**src/design/bplc_pkg.sv**
```systemverilog
`timescale 1ns / 1ps
// ----------------------------------------------------------------------------
// Bias point lock controller package
// Shared widths, codes, register layouts and small helper functions.
// ----------------------------------------------------------------------------
package bplc_pkg;

    localparam int DRIVE_BITS     = 16;
    localparam int SAMPLE_BITS    = 12;
    localparam int COUNT_BITS     = 9;
    localparam int GAIN_BITS      = 8;
    localparam int STEPS_BITS     = 16;
    localparam int PHASE_BITS     = 2;
    localparam int CFG_INDEX_BITS = 3;
    localparam int CFG_DATA_BITS  = DRIVE_BITS;
    localparam int BACK_BITS      = STEPS_BITS + GAIN_BITS;

    localparam logic [DRIVE_BITS-1:0] DRIVE_MAX = {DRIVE_BITS{1'b1}};
    localparam logic [STEPS_BITS-1:0] STEPS_MAX = {STEPS_BITS{1'b1}};
    localparam logic [COUNT_BITS-1:0] COUNT_MAX = {COUNT_BITS{1'b1}};

    typedef enum logic [1:0] {
        MODE_NULL       = 2'd0,
        MODE_QUAD_MINUS = 2'd1,
        MODE_QUAD_PLUS  = 2'd2,
        MODE_PEAK       = 2'd3
    } mode_t;

    typedef enum logic [CFG_INDEX_BITS-1:0] {
        REG_MODE        = 3'd0,
        REG_SETPOINT    = 3'd1,
        REG_TOLERANCE   = 3'd2,
        REG_PEAK_REV    = 3'd3,
        REG_NULL_REV    = 3'd4,
        REG_GAIN        = 3'd5,
        REG_LOW_FLOOR   = 3'd6,
        REG_START_DRIVE = 3'd7
    } reg_index_t;

    // Loop sequencer state, one-hot.
    typedef enum logic [3:0] {
        PH_IDLE   = 4'b0001,
        PH_PROBE  = 4'b0010,
        PH_SETTLE = 4'b0100,
        PH_TRACK  = 4'b1000
    } phase_t;

    // Codes reported on the phase output.
    localparam logic [PHASE_BITS-1:0] PHASE_CODE_IDLE   = 2'd0;
    localparam logic [PHASE_BITS-1:0] PHASE_CODE_PROBE  = 2'd1;
    localparam logic [PHASE_BITS-1:0] PHASE_CODE_SETTLE = 2'd2;
    localparam logic [PHASE_BITS-1:0] PHASE_CODE_TRACK  = 2'd3;

    localparam logic [SAMPLE_BITS-1:0] TOLERANCE_RESET = 12'd62;
    localparam logic [COUNT_BITS-1:0]  REVERSAL_RESET  = 9'd50;
    localparam logic [GAIN_BITS-1:0]   GAIN_RESET      = 8'd8;
    localparam logic [SAMPLE_BITS-1:0] LOW_FLOOR_RESET = 12'd12;

    typedef struct packed {
        mode_t                  mode;
        logic [SAMPLE_BITS-1:0] setpoint;
        logic [SAMPLE_BITS-1:0] tolerance;
        logic [COUNT_BITS-1:0]  peak_rev;
        logic [COUNT_BITS-1:0]  null_rev;
        logic [GAIN_BITS-1:0]   gain;
        logic [SAMPLE_BITS-1:0] low_floor;
    } cfg_t;

    typedef struct packed {
        logic [DRIVE_BITS-1:0]  drive;
        phase_t                 phase;
        logic                   climb_right;
        logic [DRIVE_BITS-1:0]  probe_origin;
        logic [STEPS_BITS-1:0]  probe_steps;
        logic [SAMPLE_BITS-1:0] probe_ref;
        logic [SAMPLE_BITS-1:0] last_err;
        logic [SAMPLE_BITS-1:0] ref_err;
        logic [COUNT_BITS-1:0]  growth;
    } loop_state_t;

    typedef struct packed {
        logic [DRIVE_BITS-1:0] drive;
        logic                  locked;
        logic                  edge_hit;
        logic                  low_signal;
        logic [PHASE_BITS-1:0] phase;
    } result_t;

    // One gain step up or down, saturating at the drive limits.
    function automatic logic [DRIVE_BITS-1:0] nudge(
        input logic [DRIVE_BITS-1:0] d,
        input logic [GAIN_BITS-1:0]  g,
        input logic                  up
    );
        logic [DRIVE_BITS:0] sum;
        sum = {1'b0, d} + {{(DRIVE_BITS+1-GAIN_BITS){1'b0}}, g};
        if (up)
            return (sum > {1'b0, DRIVE_MAX}) ? DRIVE_MAX : sum[DRIVE_BITS-1:0];
        else
            return (d > {{(DRIVE_BITS-GAIN_BITS){1'b0}}, g})
                ? d - {{(DRIVE_BITS-GAIN_BITS){1'b0}}, g}
                : '0;
    endfunction

    function automatic logic at_limit(input logic [DRIVE_BITS-1:0] d);
        return (d == '0) || (d == DRIVE_MAX);
    endfunction

    function automatic logic [PHASE_BITS-1:0] phase_code(input phase_t p);
        logic [PHASE_BITS-1:0] code;
        unique case (p)
            PH_IDLE:   code = PHASE_CODE_IDLE;
            PH_PROBE:  code = PHASE_CODE_PROBE;
            PH_SETTLE: code = PHASE_CODE_SETTLE;
            PH_TRACK:  code = PHASE_CODE_TRACK;
            default:   code = PHASE_CODE_IDLE;
        endcase
        return code;
    endfunction

endpackage

```
**src/design/bplc_step.sv**
```systemverilog
`timescale 1ns / 1ps
// ----------------------------------------------------------------------------
// Bias point lock controller step logic
// Next loop state and result for one sample, in a single combinational pass.
// ----------------------------------------------------------------------------
module bplc_step
    import bplc_pkg::*;
(
    input  cfg_t                   cfg,
    input  loop_state_t            state,
    input  logic [SAMPLE_BITS-1:0] sample,
    output loop_state_t            state_next,
    output result_t                result
);

    logic [SAMPLE_BITS-1:0] err;
    logic                   locked;
    logic                   low;
    logic                   peak;
    logic                   up;
    logic [COUNT_BITS-1:0]  limit;
    logic [COUNT_BITS-1:0]  growth_inc;
    logic [SAMPLE_BITS-1:0] ref_err;
    logic [BACK_BITS-1:0]   back;
    logic [BACK_BITS-1:0]   origin_ext;
    logic [PHASE_BITS-1:0]  ph_code;
    logic                   edge_now;

    assign err = (sample > cfg.setpoint) ? sample - cfg.setpoint : cfg.setpoint - sample;
    assign locked = (err <= cfg.tolerance);
    assign low    = (sample < cfg.low_floor);
    assign peak   = (cfg.mode == MODE_PEAK);
    assign limit  = peak ? cfg.peak_rev : cfg.null_rev;

    // Retreat distance for a probe that saw a rising reading.
    assign back       = state.probe_steps * cfg.gain;
    assign origin_ext = {{(BACK_BITS-DRIVE_BITS){1'b0}}, state.probe_origin};

    // The first growing error of a run latches the reference error.
    assign ref_err    = (state.growth == '0) ? state.last_err : state.ref_err;
    assign growth_inc = (state.growth == COUNT_MAX) ? state.growth : state.growth + 1'b1;

    always_comb
    begin
        state_next = state;
        ph_code    = PHASE_CODE_IDLE;
        up         = 1'b0;

        if (!at_limit(state.drive))
        begin
            if (cfg.mode == MODE_QUAD_MINUS || cfg.mode == MODE_QUAD_PLUS)
            begin
                state_next.phase = PH_IDLE;
                if (!locked)
                begin
                    up = (cfg.mode == MODE_QUAD_MINUS) ? (sample > cfg.setpoint)
                                                       : (sample < cfg.setpoint);
                    state_next.drive = nudge(state.drive, cfg.gain, up);
                    ph_code = PHASE_CODE_TRACK;
                end
            end
            else
            begin
                unique case (state.phase)
                    PH_IDLE:
                    begin
                        if (!locked)
                        begin
                            state_next.probe_origin = state.drive;
                            state_next.probe_ref    = sample;
                            state_next.last_err     = err;
                            state_next.growth       = '0;
                            state_next.probe_steps  = {{(STEPS_BITS-1){1'b0}}, 1'b1};
                            state_next.drive        = nudge(state.drive, cfg.gain, 1'b1);
                            state_next.phase        = PH_PROBE;
                        end
                    end
                    PH_PROBE:
                    begin
                        if (sample == state.probe_ref)
                        begin
                            if (state.probe_steps != STEPS_MAX)
                                state_next.probe_steps = state.probe_steps + 1'b1;
                            state_next.drive = nudge(state.drive, cfg.gain, 1'b1);
                        end
                        else if (sample < state.probe_ref)
                        begin
                            state_next.climb_right = !peak;
                            state_next.drive       = nudge(state.drive, cfg.gain, !peak);
                            state_next.phase       = PH_TRACK;
                        end
                        else
                        begin
                            state_next.climb_right = peak;
                            state_next.drive = (origin_ext > back)
                                ? state.probe_origin - back[DRIVE_BITS-1:0]
                                : '0;
                            state_next.phase = PH_SETTLE;
                        end
                    end
                    PH_SETTLE:
                    begin
                        state_next.drive = nudge(state.drive, cfg.gain, state.climb_right);
                        state_next.phase = PH_TRACK;
                    end
                    PH_TRACK:
                    begin
                        state_next.ref_err = ref_err;
                        if (err > ref_err)
                        begin
                            state_next.growth = growth_inc;
                            if (growth_inc == limit)
                            begin
                                state_next.climb_right = !state.climb_right;
                                state_next.growth      = '0;
                            end
                        end
                        state_next.last_err = err;
                        if (locked)
                            state_next.phase = PH_IDLE;
                        else
                            state_next.drive = nudge(state.drive, cfg.gain,
                                                     state_next.climb_right);
                    end
                    default:
                    begin
                        state_next.phase = PH_IDLE;
                    end
                endcase
                ph_code = phase_code(state_next.phase);
            end
        end

        edge_now = at_limit(state_next.drive);
        if (edge_now)
        begin
            state_next.phase = PH_IDLE;
            ph_code          = PHASE_CODE_IDLE;
        end

        result.drive      = state_next.drive;
        result.locked     = locked;
        result.edge_hit   = edge_now;
        result.low_signal = low;
        result.phase      = ph_code;
    end

endmodule

```
**src/design/bias_point_lock_controller.sv**
```systemverilog
`timescale 1ns / 1ps
// ----------------------------------------------------------------------------
// Bias point lock controller
// Turns one ADC reading per item into the next drive level and lock status.
// ----------------------------------------------------------------------------
// The block takes one sample item per clock unless the output stalls, and
// returns one result item per sample: the sample is held in an input register,
// the step logic computes the new drive and loop state in one pass, and the
// result lands in an output register. While a result waits on a stalled output,
// one more sample can still enter the input register; only after that does the
// input side stall. After reset the drive is zero, so the loop reports edge_hit
// and holds still until start_drive is written; a drive that reaches zero or
// full scale halts the loop the same way. Write configuration only while no
// item is in flight.
module bias_point_lock_controller
    import bplc_pkg::*;
(
    input  logic                      clk,
    input  logic                      rst_n,
    input  logic                      cfg_write_en,
    input  logic [CFG_INDEX_BITS-1:0] cfg_index,
    input  logic [CFG_DATA_BITS-1:0]  cfg_data,
    input  logic                      in_valid,
    output logic                      in_stall,
    input  logic [SAMPLE_BITS-1:0]    sample,
    output logic                      out_valid,
    input  logic                      out_stall,
    output logic [DRIVE_BITS-1:0]     drive,
    output logic                      locked,
    output logic                      edge_hit,
    output logic                      low_signal,
    output logic [PHASE_BITS-1:0]     phase
);

    cfg_t                   cfg_reg;
    cfg_t                   cfg_next;
    loop_state_t            state_reg;
    loop_state_t            state_next;
    loop_state_t            step_state;
    result_t                step_result;
    logic                   hold_valid_reg;
    logic                   hold_valid_next;
    logic [SAMPLE_BITS-1:0] hold_sample_reg;
    logic                   out_valid_reg;
    logic                   out_valid_next;
    result_t                out_result_reg;
    logic                   out_ready;
    logic                   advance;
    logic                   in_accept;

    assign out_ready = !out_valid_reg || !out_stall;
    assign advance   = hold_valid_reg && out_ready;
    assign in_stall  = hold_valid_reg && !out_ready;
    assign in_accept = in_valid && !in_stall;

    bplc_step u_step (
        .cfg        (cfg_reg),
        .state      (state_reg),
        .sample     (hold_sample_reg),
        .state_next (step_state),
        .result     (step_result)
    );

    always_comb
    begin
        cfg_next   = cfg_reg;
        state_next = advance ? step_state : state_reg;
        if (cfg_write_en)
        begin
            state_next = state_reg;
            unique case (reg_index_t'(cfg_index))
                REG_MODE:
                begin
                    cfg_next.mode    = mode_t'(cfg_data[1:0]);
                    state_next.phase = PH_IDLE;
                end
                REG_SETPOINT:    cfg_next.setpoint  = cfg_data[SAMPLE_BITS-1:0];
                REG_TOLERANCE:   cfg_next.tolerance = cfg_data[SAMPLE_BITS-1:0];
                REG_PEAK_REV:    cfg_next.peak_rev  = cfg_data[COUNT_BITS-1:0];
                REG_NULL_REV:    cfg_next.null_rev  = cfg_data[COUNT_BITS-1:0];
                REG_GAIN:        cfg_next.gain      = cfg_data[GAIN_BITS-1:0];
                REG_LOW_FLOOR:   cfg_next.low_floor = cfg_data[SAMPLE_BITS-1:0];
                REG_START_DRIVE:
                begin
                    state_next.drive  = cfg_data[DRIVE_BITS-1:0];
                    state_next.phase  = PH_IDLE;
                    state_next.growth = '0;
                end
                default:
                begin
                    cfg_next = cfg_reg;
                end
            endcase
        end
    end

    always_comb
    begin
        hold_valid_next = hold_valid_reg;
        if (in_accept)
            hold_valid_next = 1'b1;
        else if (advance)
            hold_valid_next = 1'b0;

        out_valid_next = out_ready ? advance : out_valid_reg;
    end

    always_ff @(posedge clk or negedge rst_n)
    begin
        if (!rst_n)
        begin
            cfg_reg.mode      <= MODE_NULL;
            cfg_reg.setpoint  <= '0;
            cfg_reg.tolerance <= TOLERANCE_RESET;
            cfg_reg.peak_rev  <= REVERSAL_RESET;
            cfg_reg.null_rev  <= REVERSAL_RESET;
            cfg_reg.gain      <= GAIN_RESET;
            cfg_reg.low_floor <= LOW_FLOOR_RESET;
            state_reg.drive        <= '0;
            state_reg.phase        <= PH_IDLE;
            state_reg.climb_right  <= 1'b0;
            state_reg.probe_origin <= '0;
            state_reg.probe_steps  <= '0;
            state_reg.probe_ref    <= '0;
            state_reg.last_err     <= '0;
            state_reg.ref_err      <= '0;
            state_reg.growth       <= '0;
            hold_valid_reg <= 1'b0;
            out_valid_reg  <= 1'b0;
        end
        else
        begin
            cfg_reg        <= cfg_next;
            state_reg      <= state_next;
            hold_valid_reg <= hold_valid_next;
            out_valid_reg  <= out_valid_next;
        end
    end

    always_ff @(posedge clk)
    begin
        if (in_accept)
            hold_sample_reg <= sample;
        if (advance)
            out_result_reg <= step_result;
    end

    assign out_valid  = out_valid_reg;
    assign drive      = out_result_reg.drive;
    assign locked     = out_result_reg.locked;
    assign edge_hit   = out_result_reg.edge_hit;
    assign low_signal = out_result_reg.low_signal;
    assign phase      = out_result_reg.phase;

endmodule

```
**config.mk**
```make
export PLATFORM = sky130hd
export DESIGN_NAME = bias_point_lock_controller
export DESIGN_NICKNAME = d
export VERILOG_FILES = /design/src/design/bplc_pkg.sv /design/src/design/bplc_step.sv /design/src/design/bias_point_lock_controller.sv
export SDC_FILE = /design/constraint.sdc
export NUM_CORES = 1
export LEC_CHECK = 0
export BUFFER_PORTS_ARGS = -buffer_cell sky130_fd_sc_hd__buf_2
export CAP_MARGIN = 20
export CORE_AREA = 2 2 231 233
export CTS_CLUSTER_SIZE = 8
export DETAILED_ROUTE_END_ITERATION = 8
export DIE_AREA = 0 0 233 235
export PLACE_DENSITY_LB_ADDON = 0.3
export SLEW_MARGIN = 20
export SYNTH_ARGS = -nofsm -noshare
export SYNTH_HDL_FRONTEND = slang
export SYNTH_HIERARCHICAL = 1
export SYNTH_SLANG_ARGS = --single-unit
```
**constraint.sdc**
```tcl
create_clock -name clk -period 14.4 [get_ports clk]
set_input_delay 0 -clock clk [delete_from_list [all_inputs] [get_ports clk]]
set_output_delay 0 -clock clk [all_outputs]
set_load 0.05 [all_outputs]
```
==> metrics.cfg <==
[status]
status = finished, final reports clean

[global_route]
grt-ovfl-total = 0
grt_usage_pct = 25.0
grt_max_degree = 104
met3_usage_pct = 4.53
grt_util_met1_pct = 34.9
met2_usage_pct = 39.3
antenna_found_initial = 5
grt-busiest-layer = met2
grt_pass1_wl_mm = 106
grt_pass1_vias = 17600

[floorplanning]
ios = 59
row_count = 84
die_y_um = 235
start_util_pct = 39.6
coreArea_um2 = 52200
die_x_um = 233
dieArea_um2 = 54800

[finish]
final_cells = 3018
largest_reg_flops = 98
final_cell_area_um2 = 22200
final_util_pct = 42.4
multi_input_area_um2 = 14000
regArea_um2 = 5110
drive_above_1_share_pct = 14.6
fill_cells = 5073
final_common_cell = inv_1
syn_to_final_growth_pct = 7.04
final_nets = 2591
mostFrequentLayoutCells = inv_1 (216), nand2_1 (194), mux2_2 (158)

[synthesis]
synth_ff_type = dfrtp_1
synth.avg_cell_area_um2 = 8.88
synthAdderAreaFrac_pct = 17.7
synth_cell_types = 109
synth_compound_area_share_pct = 19.3
seq_area_frac_synth_pct = 24.7
synth_seq_cells = 197
syn-instance-count = 2331
synthSimpleGateAreaFrac_pct = 17.1
synth_top_family_by_area = compound AO/OA/AOI/OAI gates
synthXorXnorAreaFrac_pct = 2.16
synth_edf_count = 33
synth.net_count = 2607
synthMuxAreaShare_pct = 11.4
async_reset_ff_share_pct = 83.2
syn_area_um2 = 20700
yosysWarnings = 6

[place]
dp_hpwl_mm = 51.4
pre_cts_slack_ps = 5530
gp_congestion = 0.994
io_buffers = 58
dpl_cell_area_um2 = 21300
post-place-cells = 2959

[clock_tree]
tritoncts = yes
cts-root-buf = clkbuf_16
clk_pin_slew_worst_paths_ps = 80
cts_setup_buffers = 0
htree_levels = 4
cts_buffers = 17
clockBufferDepth = 2
clkSinkCount = 197
insertion_delay_ps = 470

[sta]
drv_slew = 0
finalHoldViolCount = 0
fin_tns_setup_ps = 0
relSlewSlack_pct = 27.8
worst_pin_slew_ps = 1080
holdWs_ps = 43.4
rsz0062_at_grt = false
finalSetupViolCount = 0
fin_crit_sh_pct = 62.5
worst_slack_ps = 5390
period_needed_ps = 9010
skew_ps = 16.0
max_freq_ghz = 0.111

[pwr]
power_density_nw_per_um2 = 188
p_comb_share_pct = 65.6
p_seq_share_pct = 22.5
p_leak_nw = 9.87
switching_share_pct = 53.2
vdd_drop_max_mv = 0.106
p_int_mw = 1.95
clock_power_share_pct = 11.9
p_total_mw = 4.17
p_switching_mw = 2.22

[worst_setup_path]
critPathMaxStageDelay_ps = 800
cpMostUsedCell = fa_1
regToRegSetupSlack_ps = 5390
cp-endpoint = state_reg[78]$_DFFE_PN1P_
cp.required_ps = 14780
path_max_fanout = 18
cp-end-kind = register
startpoint_type = register
r2r_start = cfg_reg[18]$_DFFE_PN0P_
slowest_stage = dfrtp_1
startpoint = cfg_reg[18]$_DFFE_PN0P_
ff2ff_path_depth = 29
crit_type = reg -> reg
arrival_ps = 9390
r2r_end = state_reg[78]$_DFFE_PN1P_

[min_path]
min_path_type = in -> reg

[routing]
routed_wl_mm = 68.8
dr.first_iter.drc_count = 1719
drtPass1Iterations = 5
drc_errors = 0
wl_per_cell_um = 22.8
vias = 18200
drtAntennaViolNets = 0
vias_per_cell = 6.05

[job]
cap_violations = 0

[routing by layer]
layer / part of all wire [%] / wire length, um
met5: 0.019 / 13
met4: 3.0 / 2060
met3: 6.5 / 4470
met2: 46 / 31400
met1: 45 / 30900
[area by class of cell]
cell class	count	share of cell area [%]
Inverter	218	3.69
Sequential cell	197	23.1
Tap cell	688	3.88
Multi-Input combinational cell	1773	63.3
Clock buffer	19	2.00
Clock inverter	13	0.672
Timing Repair Buffer	108	3.33
Antenna cell	2	0.0226
[logic make-up after synthesis]
| logic type | Yosys count |
|---|---|
| flops | 197 |
| compound gates | 593 |
| buf+inv | 361 |
| xor+xnor | 51 |
| mux | 215 |
| fa+ha+maj | 240 |
| simple gates | 674 |
[worst max-delay path, delay by kind of cell (launching register included)]
family          cells  cell delay (ps)
simple gates       12             3220
fa+ha+maj           6             2780
compound gates      6             1680
buf+inv             3              150
mux                 1               80
xor+xnor            1              230
flops               1              800
[power groups by stage]
stage	logic (mW)	registers, mW	clock network (mW)
floorplan	1.87	0.959	0
global placement	2.63	0.940	0
detailed placement	2.64	0.948	0
CTS	2.66	0.938	0.512
global route	2.94	0.963	0.531
finish	2.73	0.939	0.497
[cell usage after synthesis (all sizes together), types with 12 or more instances]
cell type	instances	area, um2
a211oi	20	163
a21o	34	255
a21oi	119	614
a22o	12	105
a31oi	42	269
a32oi	21	184
and2	115	719
and3	24	150
and4	12	106
buf	57	424
clkbuf	86	345
dfrtp	149	3730
dfstp	15	394
edfxtp	33	991
fa	89	1780
ha	151	1890
inv	217	815
mux2	166	1870
mux2i	49	490
nand2	194	728
nand2b	17	114
nand3	36	190
nand4	38	253
nor2	129	503
nor2b	15	93.8
nor3	36	196
nor4	13	81.3
o211ai	24	190
o21a	24	180
o21ai	147	739
o22ai	22	151
o31ai	12	90.1
xnor2	35	307
xor2	16	140
[repair_timing]
item | CTS | global route
setup endpoints to repair | 0 | 0
endpoints found under the hold margin | 121 | 0
hold buffers | 25 | 0
gates resized for setup | 0 | 0
[how the worst min path moves through the flow]
stage	startpoint	end	slack (ps)	depth (start not counted)
2_1_floorplan	rst_n	cfg_reg[0]$_DFFE_PN0P_	-300	0
3_3_place_gp	sample[2]	hold_sample_reg[2]$_DFFE_PP_	180	1
3_5_place_dp	sample[1]	hold_sample_reg[1]$_DFFE_PP_	180	1
4_1_cts	cfg_data[0]	cfg_reg[0]$_DFFE_PN0P_	10	2
5_1_grt	cfg_data[0]	cfg_reg[50]$_DFFE_PN0P_	20	2
6_report	cfg_data[0]	cfg_reg[0]$_DFFE_PN0P_	40	2
Note: power is estimated with default switching activity, not from simulation.
